## src/hw/rtl/imconv_pkg.sv

```systemverilog
// imconv_pkg: shared types and constants of the streaming 2d convolution
// used by the front end, the command queue, the back end and the top level
package imconv_pkg;

    localparam int MAX_TAPS   = 5;
    localparam int MAX_WIDTH  = 1024;
    localparam int MAX_HEIGHT = 4096;

    localparam int NLB      = MAX_TAPS - 1;
    localparam int PIX_W    = 8;
    localparam int COEF_W   = 12;
    localparam int ROWCFG_W = 60;
    localparam int WREG_W   = 11;
    localparam int HREG_W   = 13;
    localparam int KREG_W   = 3;
    localparam int COL_W    = $clog2(MAX_WIDTH);
    localparam int ROW_W    = $clog2(MAX_HEIGHT);
    localparam int WID_W    = $clog2(MAX_WIDTH + 1);
    localparam int HGT_W    = $clog2(MAX_HEIGHT + 1);
    localparam int LIN_W    = $clog2(2 * MAX_WIDTH + 3);
    localparam int PROD_W   = PIX_W + 1 + COEF_W;
    localparam int RSUM_W   = PROD_W + 3;
    localparam int SUM_W    = 25;
    localparam int CFG_W    = 60;
    localparam int QDEPTH   = 4;

    typedef enum logic [2:0] {
        IDX_WIDTH,
        IDX_HEIGHT,
        IDX_KSIZE,
        IDX_COEF_A,
        IDX_COEF_B,
        IDX_COEF_C,
        IDX_COEF_D,
        IDX_COEF_E
    } cfg_idx_t;

    typedef struct packed {
        logic [PIX_W-1:0] pix;
        logic [COL_W-1:0] col;
        logic             emit;
        logic [ROW_W-1:0] orow;
        logic [COL_W-1:0] ocol;
        logic             last;
    } cmd_t;

    typedef struct packed {
        logic [WID_W-1:0]                       width;
        logic [HGT_W-1:0]                       height;
        logic [1:0]                             radius;
        logic [MAX_TAPS-1:0][ROWCFG_W-1:0]      coef;
    } cfg_t;

endpackage

```

## src/hw/rtl/imconv_fifo.sv

```systemverilog
// imconv_fifo: short command queue between front end and back end
// depends on imconv_pkg for the command type
module imconv_fifo
    import imconv_pkg::*;
(
    input  logic aclk,
    input  logic aresetn,
    input  logic push,
    input  cmd_t push_data,
    output logic full,
    input  logic pop,
    output logic empty,
    output cmd_t head
);

    localparam int PTR_W = $clog2(QDEPTH);

    cmd_t               q_reg [QDEPTH];
    logic [PTR_W-1:0]   wr_ptr_reg, rd_ptr_reg;
    logic [PTR_W:0]     count_reg, count_next;

    assign full  = count_reg == (PTR_W+1)'(QDEPTH);
    assign empty = count_reg == '0;
    assign head  = q_reg[rd_ptr_reg];

    always_comb begin
        count_next = count_reg;
        if (push && !pop) begin
            count_next = count_reg + 1'b1;
        end else if (pop && !push) begin
            count_next = count_reg - 1'b1;
        end
    end

    always_ff @(posedge aclk) begin
        if (!aresetn) begin
            wr_ptr_reg <= '0;
            rd_ptr_reg <= '0;
            count_reg  <= '0;
        end else begin
            count_reg <= count_next;
            if (push) begin
                wr_ptr_reg <= wr_ptr_reg + 1'b1;
            end
            if (pop) begin
                rd_ptr_reg <= rd_ptr_reg + 1'b1;
            end
        end
    end

    always_ff @(posedge aclk) begin
        if (push) begin
            q_reg[wr_ptr_reg] <= push_data;
        end
    end

endmodule

```

## config.mk

```make
export PLATFORM = sky130hd
export DESIGN_NAME = imconv_fifo
export DESIGN_NICKNAME = d
export VERILOG_FILES = /design/src/hw/rtl/imconv_pkg.sv /design/src/hw/rtl/imconv_fifo.sv
export SDC_FILE = /design/constraint.sdc
export NUM_CORES = 1
export LEC_CHECK = 0
export ABC_AREA = 1
export ABC_CLOCK_PERIOD_IN_PS = 2450
export BUFFER_PORTS_ARGS = -buffer_cell sky130_fd_sc_hd__buf_2
export CORE_MARGIN = 1
export CORE_UTILIZATION = 57
export DETAILED_ROUTE_END_ITERATION = 12
export PLACE_DENSITY = 0.76
export SLEW_MARGIN = 30
export SYNTH_ARGS = -nofsm -noshare
export SYNTH_HDL_FRONTEND = slang
export SYNTH_SLANG_ARGS = --single-unit
```

## constraint.sdc

```tcl
create_clock -name aclk -period 2.45 [get_ports aclk]
set_input_delay 0.245 -clock aclk [delete_from_list [all_inputs] [get_ports aclk]]
set_output_delay 0.245 -clock aclk [all_outputs]
set_load 0.01 [all_outputs]
```

==> impl_metrics.ini, run 1 <==
[run_status]
status = finished clean

[critical_path]
cp_data_arrival_time_ns = 1.93
timing.rr.end = q_reg[1][16]$_DFFE_PP_
r2r_start = wr_ptr_reg[1]$_SDFFE_PN0P_
path_class = reg2out
cpMaxStageDelayCell = inv_2
rrSetupSlack_ns = 0.72
ff2ff_path_depth = 5
max_stage_delay_ns = 0.37
cp_cell_sequence = inv_2 > buf_12 > nor2_1 > o22ai_1 > buf_2
endpoint_kind = output pin
crit_end = head[25]
crit_path_max_fanout = 52
required_ns = 2.20
cp-start-kind = flop

[final_layout]
finalNonFillerCells = 713
largest_reg_flops = 168
nNetsFinal = 609
nFillCells = 762
areaGrowthSynthToFinish_pct = 18.7
drive_gt1_share_pct = 23.9
antenna_cells = 0

[global_routing]
overflow = 0
grt_antenna_before_repair = 0
grt_use_total_pct = 22.3
grt_pass1_vias = 3859
grt_pass1_wl_mm = 19.3
grt_max_degree = 85

[power_and_ir_drop]
powerDensity_nw_per_um2 = 884
ir_worst_vdd_v = 0.000776
p_leak_nw = 2.85

[route]
drtPass1Iterations = 7
routed_wl_mm = 12.9
post_drt_wl_per_cell_um = 18.1
vias = 4102
vias_per_cell = 5.75
ant_nets = 0
drc_errors = 0
drtIter0Drc = 423

[synthesis]
yosys.area.top_type = edfxtp_1
synth_warnings = 0
synth_most_common_cell = edfxtp_1
synth_edf_count = 168
synthesis.area_sq_um = 6660
synth_cells = 464
syn_nets = 516
syn_avg_cell_area_sq_um = 14.4
synth_area_leaders = edfxtp_1 76%, nor2_1 5.0%, o21ai_0 4.8%, o22ai_1 3.9%, dfxtp_1 2.7%
synthTopCellsByCount = 168 x edfxtp_1, 89 x nor2_1, 64 x o21ai_0
netlist.area_leader.share_pct = 75.8
async_flop_share_pct = 0
ys.flop_type = edfxtp_1
yosysSeqAreaShare_pct = 78.5
yosysUniqueCellTypes = 18
ys_ff_latch = 177

[clocking]
cts_sinks = 177
cts_buffer_depth = 2
insertion_delay_ns = 0.41
clk_pin_slew_ns = 0.06
cts_inserted_buffers = 17
cts_tree = done
root_buffer = clkbuf_16
h-tree-depth = 4

[timing]
worst_pin_slew_ns = 0.579
finalSetupViolCount = 0
hold_viol_final = 0
fin_crit_ns = 2.18
post-route-period-util_pct = 88.9
fin_skew_ns = 0.00624
drv_slew = 0
clock.fmax_mhz = 459
max-slew-margin-rel_pct = 61.4
timing.setup.tns_ns = 0
rsz0062_at_grt = no

[floorplan]
die_w_um = 110
die_area_sq_um = 12100
die_h_um = 110
ios = 90
initial_core_util_pct = 58.3
fp.coreArea_sq_um = 11400
std_cell_rows = 39

[place]
place_congestion = 0.741
place_inst = 681
dp_hpwl_mm = 7.53
port_buffers = 89

[hold_path]
hp-start = push_data[34]
hold_path_class = in2reg

[flow_run]
drv_cap = 0
==> metrics by stage <==
| step | power, mW | worst slack [ns] | util [%] | cell area, sq um | hold slack [ns] |
|---|---|---|---|---|---|
| floorplan | 3.90 | 0.641 | - | 6660 | 0.344 |
| global placement | 4.14 | 0.673 | 63.5 | 7250 | 0.434 |
| detailed placement | 4.16 | 0.602 | 63.5 | 7250 | 0.448 |
| CTS | 7.02 | 0.159 | 69.2 | 7900 | 0.0252 |
| global route | 7.21 | 0.0850 | 69.2 | 7900 | 0.0253 |
| finish | 6.98 | 0.273 | 69.2 | 7900 | 0.0443 |
==> worst max-delay path, delay by kind of cell, from the launching register on <==
family	cells	cell delay [ns]
buffers and inverters	3	0.86
DFF	1	0.33
AOI/OAI and AO/OA	1	0.25
and+or+nand+nor	1	0.08
==> layout by cell type, fill, tap and decap left out <==
| master | netlist | routed |
|---|---|---|
| nand2_1 | 9 | 9 |
| clkbuf_8 | 0 | 2 |
| o21ai_1 | 26 | 26 |
| clkbuf_1 | 12 | 3 |
| clkinvlp_4 | 0 | 3 |
| inv_2 | 2 | 6 |
| edfxtp_1 | 168 | 168 |
| o22ai_1 | 42 | 42 |
| buf_2 | 6 | 89 |
| buf_12 | 0 | 4 |
| dfxtp_1 | 9 | 8 |
| buf_6 | 8 | 1 |
| clkinv_2 | 0 | 2 |
| buf_4 | 0 | 6 |
| a21oi_1 | 4 | 4 |
| o21ai_0 | 64 | 64 |
| nor2_1 | 89 | 89 |
| bufinv_16 | 0 | 5 |
| clkbuf_16 | 0 | 17 |
| nand3_1 | 1 | 1 |
| nand4_1 | 1 | 1 |
| ha_1 | 5 | 5 |
| nor3_1 | 2 | 2 |
| dfxtp_2 | 0 | 1 |
| fa_1 | 1 | 1 |
| inv_1 | 15 | 11 |
==> metal layers <==
metal	global-route usage [%]	wire length, um	share of wire, %	vias up
met5	0	0	0	-
met4	8.86	101	0.78	0
met3	6.58	967	7.5	13
met2	36.2	6340	49	179
met1	28.4	5480	43	1989
li1	-	-	-	1921
==> kinds of logic (layout without fill, tap and decap cells) <==
logic type / after synthesis / count (layout) / synth area share, %
AND/OR/NAND/NOR: 102 / 102 / 5.84
adder cells (fa/ha/maj): 6 / 6 / 1.24
AO/OA/AOI/OAI: 136 / 136 / 11.0
buffers and inverters: 43 / 149 / 3.44
flip-flops: 177 / 177 / 78.5
==> worst min-delay path by stage <==
stage / to / slack [ns] / cells past startpoint
finish: q_reg[2][34]$_DFFE_PP_ / 0.04 / 1
global route: q_reg[0][34]$_DFFE_PP_ / 0.03 / 1
CTS: q_reg[0][34]$_DFFE_PP_ / 0.03 / 1
detailed placement: flop / 0.45 / 1
global placement: rd_ptr_reg[1]$_SDFFE_PN0P_ / 0.43 / 1
floorplan: q_reg[0][0]$_DFFE_PP_ / 0.34 / 0
==> power by group <==
group          internal (mW)  switching [mW]
sequential              3.45          0.0364
clock                   1.86            1.02
combinational          0.213           0.402
total                   5.53            1.46
==> cell type report <==
class / count / area (sq um) / share of cell area (%)
flip-flops and latches: 177 / 5230 / 66.1
multi-input cells: 244 / 1200 / 15.2
clock buffers: 22 / 464 / 5.87
clock inverters: 10 / 183 / 2.31
inverters: 17 / 63.8 / 0.807
well taps: 143 / 179 / 2.26
repair buffers: 100 / 582 / 7.36
==> repair_timing <==
action / 4_1_cts / 5_1_grt
setup endpoints to repair: 0 / 1
hold buffers: 0 / 0
buffers inserted: 0 / 0
resized for setup: 0 / 1
Power figures use the tool's default switching activity.
==> run 2: changes to the inputs <==
--- a/config.mk
+++ b/config.mk
@@ -11,7 +11,7 @@
 export CORE_MARGIN = 1
 export CORE_UTILIZATION = 57
 export DETAILED_ROUTE_END_ITERATION = 12
-export PLACE_DENSITY = 0.76
+export PLACE_DENSITY = 0.79
 export SLEW_MARGIN = 30
 export SYNTH_ARGS = -nofsm -noshare
 export SYNTH_HDL_FRONTEND = slang
==> run 2 against run 1 <==
- die area unchanged
- worst hold slack got worse by 0.012 ns
- critical path depth decreased by 1
- non-clock buffer count up 4
- global-route usage increased by 0.54 points
- clock power decreased by 11%
- combinational power barely moved
- fmax grew 4.6%
- cell count grew 0.56%
- sequential share of layout area is 0.53 points higher
- sequential power hardly changed
- routed wire length up 0.34%
==> impl_metrics.ini, run 2 (synthesized netlist as in run 1, its figures left out) <==
[critical_path]
ff2ff_path_depth = 5
required_ns = 2.20
rrSetupSlack_ns = 0.82
cp_data_arrival_time_ns = 1.84
timing.rr.end = q_reg[1][11]$_DFFE_PP_
r2r_start = wr_ptr_reg[1]$_SDFFE_PN0P_
path_class = reg2out
endpoint_kind = output pin
cp-start-kind = flop
crit_path_max_fanout = 54

[clocking]
cts_resized = 0
cts_tree = done
root_buffer = clkbuf_16
cts_buffer_depth = 2
clk_pin_slew_ns = 0.07
cts_inserted_buffers = 17
cts_hold_buffers = 0
insertion_delay_ns = 0.42
cts_setup_buffers = 0
h-tree-depth = 4
cts_sinks = 177

[floorplan]
fp.coreArea_sq_um = 11400
die_area_sq_um = 12100
die_w_um = 110
initial_core_util_pct = 58.3
die_h_um = 110
std_cell_rows = 39
ios = 90

[flow_run]
drv_cap = 0

[hold_path]
hp-start = push_data[30]
holdPathEnd = q_reg[2][30]$_DFFE_PP_
whs_path_depth = 1
hold_path_class = in2reg

[global_routing]
grt_pass1_vias = 3894
grt_use_total_pct = 22.9
grt_antenna_before_repair = 1
overflow = 0
grt_max_degree = 55
grt_pass1_wl_mm = 19.7

[final_layout]
finalNonFillerCells = 717
final_core_util_pct = 68.7
largest_reg_flops = 168
nFillCells = 740
drive_gt1_share_pct = 24.7
layout_commonest_cell = edfxtp_1
antenna_cells = 0
nNetsFinal = 613
areaGrowthSynthToFinish_pct = 17.7
layout_common_cells = 168 x edfxtp_1, 89 x nor2_1, 89 x buf_2, 64 x o21ai_0, 42 x o22ai_1

[route]
drtPass1Iterations = 5
drtIter0Drc = 360
ant_nets = 0
vias = 4105
post_drt_wl_per_cell_um = 18.0
routed_wl_mm = 12.9
vias_per_cell = 5.73
drc_errors = 0

[timing]
worst_pin_slew_ns = 0.519
fin_crit_ns = 2.08
post-route-period-util_pct = 84.9
finalSetupViolCount = 0
hold_viol_final = 0
rsz0062_at_grt = no
fin_skew_ns = 0.00597
timing.setup.tns_ns = 0
max-slew-margin-rel_pct = 65.3
clock.fmax_mhz = 481
drv_slew = 0

[place]
place_congestion = 0.734
place_inst = 685
port_buffers = 89
dp_hpwl_mm = 7.98

[power_and_ir_drop]
powerDensity_nw_per_um2 = 852
ir_worst_vdd_v = 0.000523
p_leak_nw = 2.83

[run_status]
status = finished clean
-- run 2: area by class of cell --
class / instances / area [sq um] / share of cell area (%)
clock buffers: 17 / 425 / 5.43
inverters: 17 / 63.8 / 0.814
clock inverters: 15 / 145 / 1.85
flip-flops and latches: 177 / 5230 / 66.7
repair buffers: 104 / 596 / 7.60
multi-input cells: 244 / 1200 / 15.4
well taps: 143 / 179 / 2.28
-- run 2: worst max path at each step --
stage	start	end	slack, ns	cells after the start
2_1_floorplan	wr_ptr_reg[0]$_SDFFE_PN0P_	q_reg[2][0]$_DFFE_PP_	0.64	4
3_3_place_gp	flop	head[32]	0.85	4
3_5_place_dp	wr_ptr_reg[1]$_SDFFE_PN0P_	q_reg[1][5]$_DFFE_PP_	0.80	5
4_1_cts	flop	head[16]	0.36	4
5_1_grt	flop	head[32]	0.24	4
6_report	flop	head[32]	0.37	4
-- run 2: per-stage QoR --
stage / power [mW] / area, sq um / hold slack, ns / worst slack [ns]
2_1_floorplan: 3.90 / 6660 / 0.344 / 0.641
3_3_place_gp: 4.14 / 7270 / 0.456 / 0.846
3_5_place_dp: 4.17 / 7270 / 0.461 / 0.803
4_1_cts: 6.71 / 7840 / 0.0171 / 0.361
5_1_grt: 6.91 / 7840 / 0.0242 / 0.240
6_report: 6.68 / 7840 / 0.0319 / 0.369
-- run 2: metal layers --
metal / vias up / global-route usage, % / share of wire (%)
met5: - / 0 / 0
met4: 0 / 9.62 / 1.3
met3: 15 / 6.06 / 6.0
met2: 145 / 37.9 / 51
met1: 2017 / 28.6 / 42
li1: 1928 / - / -
-- run 2: where the power goes --
group	internal [mW]	switching, mW	leakage, nW
logic	0.215	0.397	0.938
registers	3.45	0.0394	1.62
clock network	1.49	1.09	0.272
total	5.15	1.52	2.83
-- run 2: worst max-delay path, cell delays in order (launching register included) --
cell and delay [ns]:
dfxtp_2 0.35, buf_4 0.43, o21ai_0 0.17, o22ai_1 0.26, buf_2 0.19
==> run 3: changes to the inputs <==
--- a/config.mk
+++ b/config.mk
@@ -5,8 +5,8 @@
 export SDC_FILE = /design/constraint.sdc
 export NUM_CORES = 1
 export LEC_CHECK = 0
-export ABC_AREA = 1
-export ABC_CLOCK_PERIOD_IN_PS = 2450
+export ABC_AREA = 0
+export ABC_CLOCK_PERIOD_IN_PS = 2200
 export BUFFER_PORTS_ARGS = -buffer_cell sky130_fd_sc_hd__buf_2
 export CORE_MARGIN = 1
 export CORE_UTILIZATION = 57
==> constraint.sdc (replaced) <==
create_clock -name aclk -period 2.2 [get_ports aclk]
set_input_delay 0.22 -clock aclk [delete_from_list [all_inputs] [get_ports aclk]]
set_output_delay 0.22 -clock aclk [all_outputs]
set_load 0.01 [all_outputs]
==> run 3 against run 2 <==
- sequential power is 12% higher
- clock-buffer cell count rose by 9
- largest cell class unchanged
- non-clock buffer count rose by 11
- worst hold slack got worse by 0.016 ns
- utilization increased by 2.8 points
- sequential share of layout area down 0.34 points
- global-route usage shrank 3.6 points
==> impl_metrics.ini, run 3 <==
[timing]
fin_skew_ns = 0.00494
drv_slew = 0
worst_pin_slew_ns = 0.400
timing.setup.tns_ns = 0
finalSetupViolCount = 0
max-slew-margin-rel_pct = 73.3
fin_crit_ns = 1.97
hold_viol_final = 0
clock.fmax_mhz = 506
rsz0062_at_grt = no
post-route-period-util_pct = 89.8

[hold_path]
hold_path_class = in2reg

[route]
drtIter0Drc = 170
drtPass1Iterations = 4
ant_nets = 0
post_drt_wl_per_cell_um = 19.2
vias = 2964
drc_errors = 0
routed_wl_mm = 10.3
vias_per_cell = 5.49

[floorplan]
std_cell_rows = 38
die_area_sq_um = 11900
die_h_um = 109
ios = 90
initial_core_util_pct = 59.5
die_w_um = 109
fp.coreArea_sq_um = 11000

[critical_path]
path_delay_family = multiplexers
cp-start-kind = flop
path_class = reg2out
cp_data_arrival_time_ns = 1.75
cp_num_buf_inv = 2
cp_cell_sequence = buf_16 > mux4_1 > buf_2
crit_path_max_fanout = 24
endpoint_kind = output pin
max_stage_delay_ns = 0.57
cpMaxStageDelayCell = mux4_1
required_ns = 1.98

[final_layout]
antenna_cells = 0
final_core_util_pct = 71.5
areaGrowthSynthToFinish_pct = 20.2
layout_common_cells = 168 x edfxtp_1, 89 x buf_2, 40 x mux4_2, 17 x clkbuf_16, 16 x buf_4
drive_gt1_share_pct = 45.3
nFillCells = 673
layout_commonest_cell = edfxtp_1
nNetsFinal = 439
largest_reg_flops = 168

[synthesis]
synth_most_common_cell = edfxtp_1
synth_area_leaders = edfxtp_1 77%, mux4_2 14%, dfxtp_1 2.7%, buf_12 1.2%, ha_1 0.95%
async_flop_share_pct = 0
syn_avg_cell_area_sq_um = 24.9
synthTopCellsByCount = 168 x edfxtp_1, 40 x mux4_2, 9 x and2_1, 9 x dfxtp_1, 5 x ha_1
synth_cells = 263
syn_nets = 315
synth_warnings = 0
synthesis.area_sq_um = 6560
synth_edf_count = 168
yosysSeqAreaShare_pct = 79.7
ys.flop_type = edfxtp_1
yosys.area.top_type = edfxtp_1
netlist.area_leader.share_pct = 76.9
yosysUniqueCellTypes = 22
ys_ff_latch = 177

[power_and_ir_drop]
power_mw = 7.44
powerDensity_nw_per_um2 = 943
ir_worst_vdd_v = 0.000767
p_leak_nw = 2.76

[clocking]
cts_inserted_buffers = 17
cts_sinks = 177
cts_buffer_depth = 2
insertion_delay_ns = 0.42
h-tree-depth = 4
root_buffer = clkbuf_16
cts_tree = done
clk_pin_slew_ns = 0.06

[global_routing]
overflow = 0
grt_max_degree = 37
grt_antenna_before_repair = 0
grt_pass1_vias = 3110
grt_pass1_wl_mm = 15.8
grt_use_total_pct = 19.2

[place]
port_buffers = 89
place_congestion = 0.730
dp_hpwl_mm = 6.43

[flow_run]
drv_cap = 0

[run_status]
status = finished clean
[run 3: changes by cell type in the layout (fill, tap and decap cells not counted), moves of 5 or more]
| cell | delta |
|---|---|
| mux4_2 | +40 |
| nand2_1 | -8 |
| o22ai_1 | -42 |
| nor2_1 | -89 |
| inv_1 | -7 |
| o21ai_1 | -26 |
| dlygate4sd3_1 | +7 |
| inv_2 | -6 |
| clkbuf_1 | +5 |
| o21ai_0 | -63 |
| and2_1 | +5 |
[run 3: final timing paths]
path / start / end / slack [ns] / depth (start not counted)
min: push_data[29] / q_reg[0][29]$_DFFE_PP_ / 0.02 / 1
max reg2reg: count_reg[0]$_SDFFE_PN0P_ / count_reg[2]$_SDFFE_PN0P_ / 0.70 / 4
min reg2reg: count_reg[2]$_SDFFE_PN0P_ / count_reg[2]$_SDFFE_PN0P_ / 0.51 / 2
max: flop / head[37] / 0.23 / 3
[run 3: through the flow]
step	cell area (sq um)	setup slack (ns)	hold slack, ns	cells
final	7890	0.225	0.0163	540
after global routing	7890	0.137	0.000453	540
after CTS	7830	0.0276	0.000534	533
after detailed placement	7200	0.468	0.438	494
after global placement	7200	0.484	0.430	494
after floorplan	6560	0.243	0.319	263
[run 3: area by class of cell]
type	count	area [sq um]	share of cell area (%)
clock buffers	26	499	6.33
inverters	4	15.0	0.190
multi-input cells	72	1210	15.3
well taps	140	175	2.22
clock inverters	6	55.1	0.698
repair buffers	115	703	8.92
flip-flops and latches	177	5230	66.3
[run 3: what timing repair did]
| action | in CTS | in global routing |
|---|---|---|
| endpoints found under the setup margin | 0 | 3 |
| setup buffers | 0 | 7 |
| hold endpoints to repair | 23 | 0 |
| gates resized for setup | 0 | 1 |
| hold buffers | 7 | 0 |
[run 3: cell families (layout without fill, tap and decap cells)]
group | count (synthesis) | in the layout | synth area share, %
buffers and inverters | 14 | 151 | 1.98
and+or+nand+nor | 15 | 15 | 1.39
muxes | 44 | 44 | 14.8
AOI/OAI and AO/OA | 2 | 2 | 0.191
xor gates and xnor gates | 5 | 5 | 0.668
DFF | 177 | 177 | 79.7
adders and majority gates | 6 | 6 | 1.26
[run 3: power breakdown]
| part | internal, mW | switching, mW |
|---|---|---|
| registers | 3.87 | 0.0517 |
| logic | 0.380 | 0.375 |
| clock network | 1.67 | 1.10 |
[run 3: layer usage]
metal | wire length, um | track usage (%)
met1 | 4240 | 23.6
met2 | 5360 | 31.4
met3 | 625 | 6.52
met4 | 123 | 8.29
met5 | 0 | 0
