===== config.mk =====
export PLATFORM = sky130hd
export DESIGN_NAME = imconv_front
export DESIGN_NICKNAME = d
export VERILOG_FILES = /design/src/hw/rtl/imconv_pkg.sv /design/src/hw/rtl/imconv_front.sv
export SDC_FILE = /design/constraint.sdc
export NUM_CORES = 1
export LEC_CHECK = 0
export BUFFER_PORTS_ARGS = -buffer_cell sky130_fd_sc_hd__buf_4
export CELL_PAD_IN_SITES_DETAIL_PLACEMENT = 1
export CELL_PAD_IN_SITES_GLOBAL_PLACEMENT = 2
export CORE_ASPECT_RATIO = 1.2
export CORE_MARGIN = 3
export CORE_UTILIZATION = 29
export DETAILED_ROUTE_END_ITERATION = 10
export PLACE_DENSITY_LB_ADDON = 0.12
export SLEW_MARGIN = 20
export SYNTH_ARGS = -nofsm -noshare
export SYNTH_HDL_FRONTEND = slang
export SYNTH_SLANG_ARGS = --single-unit

===== constraint.sdc =====
create_clock -name aclk -period 5 [get_ports aclk]
set_input_delay 0.25 -clock aclk [delete_from_list [all_inputs] [get_ports aclk]]
set_output_delay 0.25 -clock aclk [all_outputs]
set_load 0.01 [all_outputs]

===== src/hw/rtl/imconv_pkg.sv =====
// imconv_pkg: shared types and constants of the streaming 2d convolution
// used by the front end, the command queue, the back end and the top level
package imconv_pkg;

    localparam int MAX_TAPS   = 5;
    localparam int MAX_WIDTH  = 1024;
    localparam int MAX_HEIGHT = 4096;

    localparam int NLB      = MAX_TAPS - 1;
    localparam int PIX_W    = 8;
    localparam int COEF_W   = 12;
    localparam int ROWCFG_W = 60;
    localparam int WREG_W   = 11;
    localparam int HREG_W   = 13;
    localparam int KREG_W   = 3;
    localparam int COL_W    = $clog2(MAX_WIDTH);
    localparam int ROW_W    = $clog2(MAX_HEIGHT);
    localparam int WID_W    = $clog2(MAX_WIDTH + 1);
    localparam int HGT_W    = $clog2(MAX_HEIGHT + 1);
    localparam int LIN_W    = $clog2(2 * MAX_WIDTH + 3);
    localparam int PROD_W   = PIX_W + 1 + COEF_W;
    localparam int RSUM_W   = PROD_W + 3;
    localparam int SUM_W    = 25;
    localparam int CFG_W    = 60;
    localparam int QDEPTH   = 4;

    typedef enum logic [2:0] {
        IDX_WIDTH,
        IDX_HEIGHT,
        IDX_KSIZE,
        IDX_COEF_A,
        IDX_COEF_B,
        IDX_COEF_C,
        IDX_COEF_D,
        IDX_COEF_E
    } cfg_idx_t;

    typedef struct packed {
        logic [PIX_W-1:0] pix;
        logic [COL_W-1:0] col;
        logic             emit;
        logic [ROW_W-1:0] orow;
        logic [COL_W-1:0] ocol;
        logic             last;
    } cmd_t;

    typedef struct packed {
        logic [WID_W-1:0]                       width;
        logic [HGT_W-1:0]                       height;
        logic [1:0]                             radius;
        logic [MAX_TAPS-1:0][ROWCFG_W-1:0]      coef;
    } cfg_t;

endpackage


===== src/hw/rtl/imconv_front.sv =====
// imconv_front: configuration registers, raster counters and item classification
// depends on imconv_pkg; feeds commands to the queue
module imconv_front
    import imconv_pkg::*;
(
    input  logic              aclk,
    input  logic              aresetn,
    input  logic              cfg_wr_en,
    input  logic [2:0]        cfg_index,
    input  logic [CFG_W-1:0]  cfg_wdata,
    input  logic              in_valid,
    output logic              in_ready,
    input  logic [PIX_W-1:0]  in_pixel,
    input  logic              in_drain,
    input  logic              q_full,
    output logic              q_push,
    output cmd_t              q_data,
    output cfg_t              cfg
);

    logic [WREG_W-1:0]                  width_reg;
    logic [HREG_W-1:0]                  height_reg;
    logic [KREG_W-1:0]                  ksize_reg;
    logic [MAX_TAPS-1:0][ROWCFG_W-1:0]  coef_reg;

    logic [COL_W-1:0] in_col_reg, in_col_next;
    logic [HGT_W-1:0] in_row_reg, in_row_next;
    logic [COL_W-1:0] out_col_reg, out_col_next;
    logic [ROW_W-1:0] out_row_reg, out_row_next;
    logic [LIN_W-1:0] lin_reg, lin_next;

    logic [WID_W-1:0] w_eff;
    logic [HGT_W-1:0] h_eff;
    logic [KREG_W-1:0] k_eff;
    logic [1:0]       r_eff;
    logic [LIN_W-1:0] delay;
    logic             done, accept, emit, geom_wr, fill;

    always_comb begin
        if (width_reg == '0) begin
            w_eff = WID_W'(1);
        end else if (width_reg > WREG_W'(MAX_WIDTH)) begin
            w_eff = WID_W'(MAX_WIDTH);
        end else begin
            w_eff = WID_W'(width_reg);
        end
        if (height_reg == '0) begin
            h_eff = HGT_W'(1);
        end else if (height_reg > HREG_W'(MAX_HEIGHT)) begin
            h_eff = HGT_W'(MAX_HEIGHT);
        end else begin
            h_eff = HGT_W'(height_reg);
        end
        if (ksize_reg == '0) begin
            k_eff = KREG_W'(1);
        end else if (ksize_reg > KREG_W'(5)) begin
            k_eff = KREG_W'(5);
        end else begin
            k_eff = ksize_reg[0] ? ksize_reg : ksize_reg - 1'b1;
        end
        r_eff = k_eff[2:1];
        unique case (r_eff)
            2'd1:    delay = LIN_W'(w_eff) + LIN_W'(1);
            2'd2:    delay = LIN_W'({w_eff, 1'b0}) + LIN_W'(2);
            default: delay = '0;
        endcase
    end

    assign cfg.width  = w_eff;
    assign cfg.height = h_eff;
    assign cfg.radius = r_eff;
    assign cfg.coef   = coef_reg;

    // short frame: pad the stream with empty slots until the window lines up
    assign fill     = done && (lin_reg < delay);
    assign in_ready = !q_full && !fill;
    assign accept   = in_valid && !q_full && !fill;
    assign done     = in_row_reg == h_eff;
    assign geom_wr  = cfg_wr_en && (cfg_index == IDX_WIDTH || cfg_index == IDX_HEIGHT
                                    || cfg_index == IDX_KSIZE);

    always_comb begin
        in_col_next  = in_col_reg;
        in_row_next  = in_row_reg;
        out_col_next = out_col_reg;
        out_row_next = out_row_reg;
        lin_next     = lin_reg;
        q_push       = 1'b0;
        emit         = 1'b0;
        if ((accept && (done || !in_drain)) || (fill && !q_full)) begin
            q_push = 1'b1;
            if (done && !fill) begin
                emit = 1'b1;
            end else begin
                emit = lin_reg >= delay;
                if (lin_reg < delay) begin
                    lin_next = lin_reg + 1'b1;
                end
            end
            if (WID_W'(in_col_reg) + WID_W'(1) >= w_eff) begin
                in_col_next = '0;
                if (!done) begin
                    in_row_next = in_row_reg + 1'b1;
                end
            end else begin
                in_col_next = in_col_reg + 1'b1;
            end
            if (emit) begin
                if (WID_W'(out_col_reg) + WID_W'(1) >= w_eff) begin
                    out_col_next = '0;
                    if (HGT_W'(out_row_reg) + HGT_W'(1) >= h_eff) begin
                        out_row_next = '0;
                        in_col_next  = '0;
                        in_row_next  = '0;
                        lin_next     = '0;
                    end else begin
                        out_row_next = out_row_reg + 1'b1;
                    end
                end else begin
                    out_col_next = out_col_reg + 1'b1;
                end
            end
        end
        if (geom_wr) begin
            in_col_next  = '0;
            in_row_next  = '0;
            out_col_next = '0;
            out_row_next = '0;
            lin_next     = '0;
        end
    end

    always_comb begin
        q_data.pix  = in_pixel;
        q_data.col  = in_col_reg;
        q_data.emit = emit;
        q_data.orow = out_row_reg;
        q_data.ocol = out_col_reg;
        q_data.last = (HGT_W'(out_row_reg) + HGT_W'(1) == h_eff)
                      && (WID_W'(out_col_reg) + WID_W'(1) == w_eff);
    end

    always_ff @(posedge aclk) begin
        if (!aresetn) begin
            width_reg   <= WREG_W'(1024);
            height_reg  <= HREG_W'(1024);
            ksize_reg   <= KREG_W'(3);
            coef_reg    <= '0;
            in_col_reg  <= '0;
            in_row_reg  <= '0;
            out_col_reg <= '0;
            out_row_reg <= '0;
            lin_reg     <= '0;
        end else begin
            in_col_reg  <= in_col_next;
            in_row_reg  <= in_row_next;
            out_col_reg <= out_col_next;
            out_row_reg <= out_row_next;
            lin_reg     <= lin_next;
            if (cfg_wr_en) begin
                unique case (cfg_idx_t'(cfg_index))
                    IDX_WIDTH:  width_reg   <= cfg_wdata[WREG_W-1:0];
                    IDX_HEIGHT: height_reg  <= cfg_wdata[HREG_W-1:0];
                    IDX_KSIZE:  ksize_reg   <= cfg_wdata[KREG_W-1:0];
                    IDX_COEF_A: coef_reg[0] <= cfg_wdata[ROWCFG_W-1:0];
                    IDX_COEF_B: coef_reg[1] <= cfg_wdata[ROWCFG_W-1:0];
                    IDX_COEF_C: coef_reg[2] <= cfg_wdata[ROWCFG_W-1:0];
                    IDX_COEF_D: coef_reg[3] <= cfg_wdata[ROWCFG_W-1:0];
                    IDX_COEF_E: coef_reg[4] <= cfg_wdata[ROWCFG_W-1:0];
                    default:    ;
                endcase
            end
        end
    end

endmodule


==> results, run 1 <==
- The routability congestion estimate is ~0.82.
- The number of maximum-capacitance constraint violations is 0.
- For this design the ratio of total power to cell area is about 310 nW/µm².
- The fmax is slightly above 200 MHz.
- The analysis attributes to cell leakage a power of around 9 nW.
- During I/O placement, the number of pins put on the boundary was approximately 450.
- The cell type with the largest total area after synthesis is sky130_fd_sc_hd__dfxtp_1.
- The detailed-route wire length is around 72,000 µm.
- The count of yosys warnings during synthesis is 0.
- The routed layout has around 16,000 vias.
- The final number of max-transition violations is 0.
- The number of antenna violations at the first check in global routing is 4.
- For this run, the total global-route usage over all layers was measured as a little under a quarter.
- When the netlist entered floorplanning its net count stood at about 2,200.
- After synthesis, the netlist uses between 70 and 80 different library cells.
- For this design, the slowest cell found on the critical path is sky130_fd_sc_hd__a221o_1.
- The critical path in this run is classified as flip-flop to output port.
- The startpoint of the worst register-to-register path is width_reg[6].
- The pin count of the biggest net entering global routing is approximately 180.
- The proportion of power drawn by flip-flops and latches is between 40% and 50%.
- The share of post-route cells with drive strength above 1 is between 20 and 25%.
- At the worst endpoint, the arrival time is roughly 4600 ps.
- STA classifies the critical path startpoint as a flip-flop.
- For this design, the sink count on the clock tree is 384.
- The post-detailed-route count of antenna-violating nets is 0.
- At the later pin of the worst-skew pair, clock insertion delay measures slightly below 600 ps.
- The delay of the slowest cell on the worst path is roughly 380 ps.
- After floorplanning, the core was divided into 94 placement rows.
- In this run, placement finished with an instance count of about 3,100.
- Once detailed placement completed, the half-perimeter wirelength came to 50,600 µm.
- The most repeated cell in the gate-level netlist after synthesis is sky130_fd_sc_hd__nand2_1.
- The worst-case vdd ir drop is about 0.23 mV.
- The critical path startpoint is width_reg[6].
- Combinational cells account for 8.8% of the total power.
- Synthesis produced approximately 2,100 cells.
- The maximum clock path buffer count is 3.
- In the routed design, unresolved DRC markers number 0.
- The first global-routing pass estimated ~110,000 µm of wire.
- Setup violations remaining at the end of the flow were counted as 0.
- The ratio of final minimum period to clock period is a little over nine tenths.
- The routed design could run at a clock period as short as about 4800 ps.
- Among all flip-flop cells after synthesis, the most frequent one is sky130_fd_sc_hd__dfxtp_1.
- The post-detailed-route wirelength per cell is 21.9 µm.
- Along the worst path, the maximum fanout reaches 5.
- After global routing the overflow that remains totals 0.
- Clock tree synthesis selected as its root buffer the cell sky130_fd_sc_hd__clkbuf_16.
- The effective utilization at floorplan is approximately 30%.
- Relative to the synthesized area, the layout overhead comes to 36.5%.
- After synthesis, the largest area contributor takes up ~47% of total cell area.
- Summing every instance area after synthesis gives between 15,000 and 20,000 µm².
- The run finished with clean final reports.
- The via count of the first global-routing pass is 16,900.
- Of all flip-flops after synthesis, the portion carrying an async set or reset was 0%.
- Of the total power, the share spent switching nets is about a quarter.
- The mean instance size in the synthesized netlist is 7.79 µm².
- The violation count after the first detailed-route iteration is 707.
- The register with the most flip-flops in the layout has 300 of them.
- The final standard cell count with taps included and fillers excluded is 3,282.
- Ranked by instance count, the synthesized netlist is headed by 708 x sky130_fd_sc_hd__nand2_1, 384 x sky130_fd_sc_hd__dfxtp_1, 341 x sky130_fd_sc_hd__a21oi_1, 119 x sky130_fd_sc_hd__clkbuf_1, 79 x sky130_fd_sc_hd__nor2_1.
- The total net switching power is approximately 0.0018 W.
- The post-layout total power is roughly 0.007 W.
- The internal power of the cells totals between 0.005 and 0.006 W.
- The category of the worst setup path capture point is an output port.
- The width of the die is around 220 µm.
- The count of final hold-check violations was 0.
- The part of the Yosys area used for sequential elements is between 40% and 50%.
- The clock-pin slew on the worst setup and hold paths is ~60 ps.
- The setup clock skew after layout is around 26 ps.
- TritonCTS built the clock tree.
- The die height is around 270 µm.
- The overall die area is between 50,000 and 60,000 µm².
- The clock network burns a little under half of the power.
- The most used cell along the critical path is sky130_fd_sc_hd__nand3_2.
- The count of buffers added on input and output ports is 430.
- The clock tree synthesis step divided the H-tree into 2 levels.
- The count of flip-flops with a built-in enable after synthesis is 0.
- The post-synthesis register bit count is between 300 and 400.
- The per-cell via count in the routed design is between 4 and 5.
- The actual slew at the worst max-slew pin is between 1000 and 1500 ps.
- Yosys attributes the largest share of cell area to sky130_fd_sc_hd__dfxtp_1 47%, sky130_fd_sc_hd__nand2_1 16%, sky130_fd_sc_hd__a21oi_1 10%.
- The number of iterations in the first detailed-routing pass is 5.
- The kind of path behind the tightest hold check is input port to flip-flop.
- The floorplan step defined a core boundary enclosing approximately 55,000 µm².
- The beginning of the worst hold path is cfg_wdata[7].
- The number of buffers created by CTS is 45.
- The signal on the critical path passes through nor4_4, nand3_2, a21oi_2, ha_2, nand3_2, nor3_4, nand3_2, xnor2_2, a22oi_1, or2_2, ha_1, and4_1, a221o_1, or2_4, or2_4, a21o_4, inv_6, buf_4.
- The final layout contains 2,658 nets.
- For the worst setup path, the data required time is between 4000 and 5000 ps.
- The worst slew slack as a fraction of its limit is 29.5%.
==> worst paths after layout <==
kind	to	slack, ps	cells past startpoint
setup / recovery	q_push	170	18
setup reg to reg	in_col_reg[6]	380	19
hold / removal	width_reg[7]	40	3
hold reg to reg	cfg[64]	450	2
==> cells in the final DEF, fill, tap and decap left out, types with 21 or more instances in the layout <==
cell / Yosys / final
sky130_fd_sc_hd__buf_4: 10 / 458
sky130_fd_sc_hd__nand3_1: 45 / 40
sky130_fd_sc_hd__nor2_1: 79 / 74
sky130_fd_sc_hd__dfxtp_1: 384 / 382
sky130_fd_sc_hd__inv_1: 44 / 44
sky130_fd_sc_hd__dlygate4sd3_1: 0 / 55
sky130_fd_sc_hd__nand2_1: 708 / 706
sky130_fd_sc_hd__xor2_1: 24 / 24
sky130_fd_sc_hd__a21oi_1: 341 / 338
sky130_fd_sc_hd__xnor2_1: 38 / 36
sky130_fd_sc_hd__ha_1: 54 / 51
sky130_fd_sc_hd__clkbuf_16: 0 / 46
sky130_fd_sc_hd__and3_1: 21 / 21
sky130_fd_sc_hd__o21ai_0: 21 / 21
==> layout make-up <==
type                            instances  area [µm²]
Multi-Input combinational cell       1532        8110
Clock inverter                         11         115
Fill cell                            6637       33000
Tap cell                              720         901
Inverter                               48         195
Clock buffer                           70        1310
Sequential cell                       384        7690
Antenna cell                            1        2.50
Timing Repair Buffer                  516        4050
==> worst max-delay path: cells and delay by family, from the launching register on <==
| kind | cells | cell delay [ps] |
|---|---|---|
| AO/OA/AOI/OAI | 4 | 890 |
| XOR/XNOR | 1 | 170 |
| adder cells (fa/ha/maj) | 2 | 530 |
| buffers and inverters | 2 | 170 |
| flip-flops | 1 | 360 |
| AND/OR/NAND/NOR | 9 | 1880 |
==> what timing repair did <==
item | CTS | global route
endpoints found under the setup margin | 11 | 31
endpoints found under the hold margin | 270 | 0
hold buffers | 55 | 0
resized for setup | 11 | 20
buffers inserted | 4 | 7
pin swaps | 7 | 10
==> power groups by stage <==
stage                     Sequential (W)  Combinational, W  Clock, W
after floorplan                  0.00324          0.000246         0
after global placement           0.00322          0.000563         0
after detailed placement         0.00322          0.000572         0
after CTS                        0.00316          0.000616   0.00335
after global routing             0.00316          0.000674   0.00348
final                            0.00316          0.000617   0.00324
==> cells by family (layout without fill, tap and decap cells) <==
kind of cell | count (synthesis) | after routing | share of synthesized area, %
xor gates and xnor gates | 62 | 62 | 3.31
buffers and inverters | 189 | 645 | 4.82
AOI/OAI and AO/OA | 444 | 444 | 15.2
and+or+nand+nor | 965 | 965 | 25.2
muxes | 6 | 6 | 0.366
DFF | 384 | 384 | 46.9
other | 0 | 1 | 0
adders and majority gates | 55 | 55 | 4.18
==> layer usage <==
layer  vias up  wire length, µm  GRT usage, %
met2       388            35100          40.4
li1       7825                -             -
met4         6             3250          9.73
met1      8002            28200          26.6
met3       129             5410          7.84
met5         -               32             0
==> stage by stage <==
| step | hold slack (ps) | instance area, µm² | TNS, ps | setup WS [ps] | util, % |
|---|---|---|---|---|---|
| 2_1_floorplan | 322 | 16400 | 0 | 210 | - |
| 3_3_place_gp | 443 | 20200 | 0 | 146 | 36.4 |
| 3_5_place_dp | 448 | 20200 | -83.5 | -31.8 | 36.4 |
| 4_1_cts | 0.175 | 22200 | 0 | 11.1 | 40.1 |
| 5_1_grt | 17.8 | 22400 | -98.5 | -54.7 | 40.4 |
| 6_report | 35.7 | 22400 | 0 | 173 | 40.4 |
Power figures use the tool's default switching activity.
==> run 2, diff against run 1 <==
--- a/config.mk
+++ b/config.mk
@@ -13,6 +13,7 @@
 export CORE_UTILIZATION = 29
 export DETAILED_ROUTE_END_ITERATION = 10
 export PLACE_DENSITY_LB_ADDON = 0.12
+export REMOVE_ABC_BUFFERS = 1
 export SLEW_MARGIN = 20
 export SYNTH_ARGS = -nofsm -noshare
 export SYNTH_HDL_FRONTEND = slang
==> run 2 against run 1 <==
  * Global-route usage increased by 0.099 points
  * Register-to-register slack better by 70 ps
  * Core utilization increased by 0.066 points
  * Die area unchanged
  * Flip-flop and latch count did not move
  * Routed wire length rose by 0.52%
  * Clock skew decreased by 13 ps
  * Sequential power about the same
  * Sequential share of layout area down 0.078 points
  * Fmax fell by 0.14%
  * Non-clock buffer count grew 3
  * Largest cell class unchanged
  * Largest power group unchanged
==> results, run 2 (same netlist as run 1, synthesis figures left out) <==
- The delay of the slowest cell on the worst path is 350 ps (was 380 ps).
- The count of final hold-check violations is 0 (unchanged).
- The fmax is 207 MHz (about the same).
- The number of antenna violations at the first check in global routing is 1 (was 4).
- The number of levels in the clock H-tree is 2 (unchanged).
- The class of the most critical setup path was flip-flop to output port (unchanged).
- The count of nets after finishing is 2,662 (was 2,658).
- The global-route wire length before repair came to 108,000 µm (about the same).
- The depth of the worst register-to-register path came to 19 (unchanged).
- The cell with the largest stage delay on the worst path is sky130_fd_sc_hd__a221o_1 (unchanged).
- The sort of element at the start of the critical path is a flip-flop (unchanged).
- The routability congestion estimate came to 0.820 (about the same).
- The share of post-route cells with drive strength above 1 is 22.8% (was 23.2%).
- The pre-CTS worst setup slack came to 196 ps (was -31.8 ps).
- The ratio of final minimum period to clock period came to 96.7% (was 96.5%).
- The post-layout total power came to 0.00710 W (was 0.00702 W).
- The clock-pin slew on the worst setup and hold paths is 60 ps (about the same).
- The clock latency on the worst-skew pair is 580 ps (about the same).
- The combined global-route utilization of all metal layers was 23.5% (was 23.4%).
- The number of fill cells in the layout is 6,693 (was 6,637).
- The total stage count of the critical path came to 18 (unchanged).
- The setup clock skew after layout is 12.8 ps (was 25.6 ps).
- The core region area is 55,400 µm² (unchanged).
- The half-perimeter wire length after detailed placement came to 49,800 µm (was 50,600 µm).
- The per-cell via count in the routed design is 4.98 (about the same).
- The width of the die is 223 µm (unchanged).
- The total of buffers placed on input and output ports is 430 (unchanged).
- The number of buffer and inverter stages on the critical path came to 2 (unchanged).
- The total number of placement rows came to 94 (unchanged).
- The area growth from synthesis to final layout is 36.7% (was 36.5%).
- The kind of path behind the tightest hold check is input port to flip-flop (unchanged).
- The effective utilization at floorplan came to 29.6% (unchanged).
- The clock tree root buffer cell is sky130_fd_sc_hd__clkbuf_16 (unchanged).
- The count of final setup violators is 0 (unchanged).
- The via count of the first global-routing pass is 17,200 (was 16,900).
- The met1 demand-to-capacity share in global routing came to 26.5% (was 26.6%).
- The met2 track demand over resource in global routing is 42.3% (was 40.4%).
- The number of clock sinks is 384 (unchanged).
- The overall die area is 59,400 µm² (unchanged).
- The worst setup slack after layout is 166 ps (was 173 ps).
- The pin count of the biggest net entering global routing is 187 (was 176).
- The hold slack came to 136 ps (was 35.7 ps).
- The number of stages on the worst hold path was 4 (was 3).
- The startpoint of the worst register-to-register path is width_reg[6] (unchanged).
- The shortest clock period the worst path allows after layout came to 4830 ps (about the same).
- The total negative slack for setup checks was 0 ps (unchanged).
- The most common library cell in the layout ignoring fill and taps is sky130_fd_sc_hd__nand2_1 (unchanged).
- The category of the worst setup path capture point is an output port (unchanged).
- The actual slew at the worst max-slew pin came to 1110 ps (was 1060 ps).
- The beginning of the worst hold path is q_full (was cfg_wdata[7]).
- The static leakage is 9.05 nW (was 9.04 nW).
- The worst-case vdd ir drop is 0.210 mV (was 0.231 mV).
- The final number of max-transition violations is 0 (unchanged).
- The total via count in the routed design is 16,400 (about the same).
- The endpoint required time on the critical path is 4750 ps (about the same).
- The maximum clock path buffer count is 3 (unchanged).
- The core occupancy in the finished layout is 40.5% (was 40.4%).
- The total grt overflow is 0 (unchanged).
- The signal arrival time at the worst endpoint came to 4580 ps (about the same).
- The number of flip-flops in the largest register is 300 (unchanged).
- The number of I/O pins was 447 (unchanged).
- The post-detailed-route count of antenna-violating nets is 0 (unchanged).
- The met3 routing resource usage after global routing came to 7.75% (was 7.84%).
- The critical path startpoint is width_reg[6] (unchanged).
- Worst-path cell chain: nor4_2, nand3_1, a21oi_2, ha_2, nand3_2, nor3_4, nand3_1, xnor2_1, a22oi_1, or2_2, ha_1, and4_1, a221o_1, or2_4, or2_4, a21o_4, inv_4, buf_4 (was nor4_4, nand3_2, a21oi_2, ha_2, nand3_2, nor3_4, nand3_2, xnor2_2, a22oi_1, or2_2, ha_1, and4_1, a221o_1, or2_4, or2_4, a21o_4, inv_6, buf_4).
- The clock tree from TritonCTS is done (unchanged).
- The number of iterations in the first detailed-routing pass came to 5 (unchanged).
- The number of buffers created by CTS is 45 (unchanged).
- The most utilized layer in the global route result is met2 (unchanged).
- Top library cells by usage in the layout, fill and taps aside: 707 x sky130_fd_sc_hd__nand2_1, 456 x sky130_fd_sc_hd__buf_4, 384 x sky130_fd_sc_hd__dfxtp_1 (was 706 x sky130_fd_sc_hd__nand2_1, 458 x sky130_fd_sc_hd__buf_4, 382 x sky130_fd_sc_hd__dfxtp_1).
- The number of maximum-capacitance constraint violations came to 0 (unchanged).
- The detailed-route DRC error count came to 0 (unchanged).
- The violation count after the first detailed-route iteration is 760 (was 707).
- The detailed-route wire length is 72,400 µm (was 72,000 µm).
- The largest driver fanout on the critical path is 7 (was 5).
- The post-detailed-route wirelength per cell is 22.0 µm (was 21.9 µm).
- The power density of the placed cells was 317 nW/µm² (was 314 nW/µm²).
- The cell class contributing the biggest share of worst-path delay was simple AND/OR/NAND/NOR gates (unchanged).
- Outcome: completed (unchanged).
- The worst slew slack as a fraction of its limit is 25.8% (was 29.5%).
- The die height is 266 µm (unchanged).
-- run 2: area by class of cell --
class	count	area, µm²	area share (%)
clock buffers	75	1410	6.29
multi-input cells	1533	8060	35.9
repair buffers	519	4070	18.2
flip-flops and latches	384	7690	34.3
well taps	720	901	4.02
clock inverters	6	85.1	0.380
inverters	48	195	0.871
diodes	1	2.50	0.0112
-- run 2: path summary, 6_finish.rpt --
kind,slack (ps),to
setup reg to reg,450,in_col_reg[6]
hold reg to reg,450,cfg[249]
setup / recovery,170,q_push
hold / removal,140,in_col_reg[9]
-- run 2: worst min-delay path, cell delays in order --
cell and delay [ps]:
sky130_fd_sc_hd__buf_4 130, sky130_fd_sc_hd__a21o_2 150, sky130_fd_sc_hd__nand3_1 80, sky130_fd_sc_hd__nand2_1 60
-- run 2: timing repair --
action,4_1_cts,5_1_grt
gates cloned,0,1
hold buffers,61,0
endpoints found under the hold margin,325,0
pin swaps,3,10
buffers inserted,2,4
resized for setup,8,9
endpoints found under the setup margin,2,2
-- run 2: power by group --
part           internal (W)  total [W]  switching [W]
clock network       0.00197    0.00333        0.00136
logic              0.000234   0.000607       0.000373
registers           0.00312    0.00316      0.0000399
-- run 2: metal layers --
layer	routed length, µm	vias to the layer above
li1	-	7835
met1	28300	8099
met2	36600	365
met3	5390	81
met4	2120	0
met5	0	-
-- run 2: stage by stage --
step           std cells  instance area (µm²)
2_1_floorplan       1964                15800
3_3_place_gp        3136                20200
3_5_place_dp        3136                20200
4_1_cts             3280                22300
5_1_grt             3286                22400
6_report            3286                22400
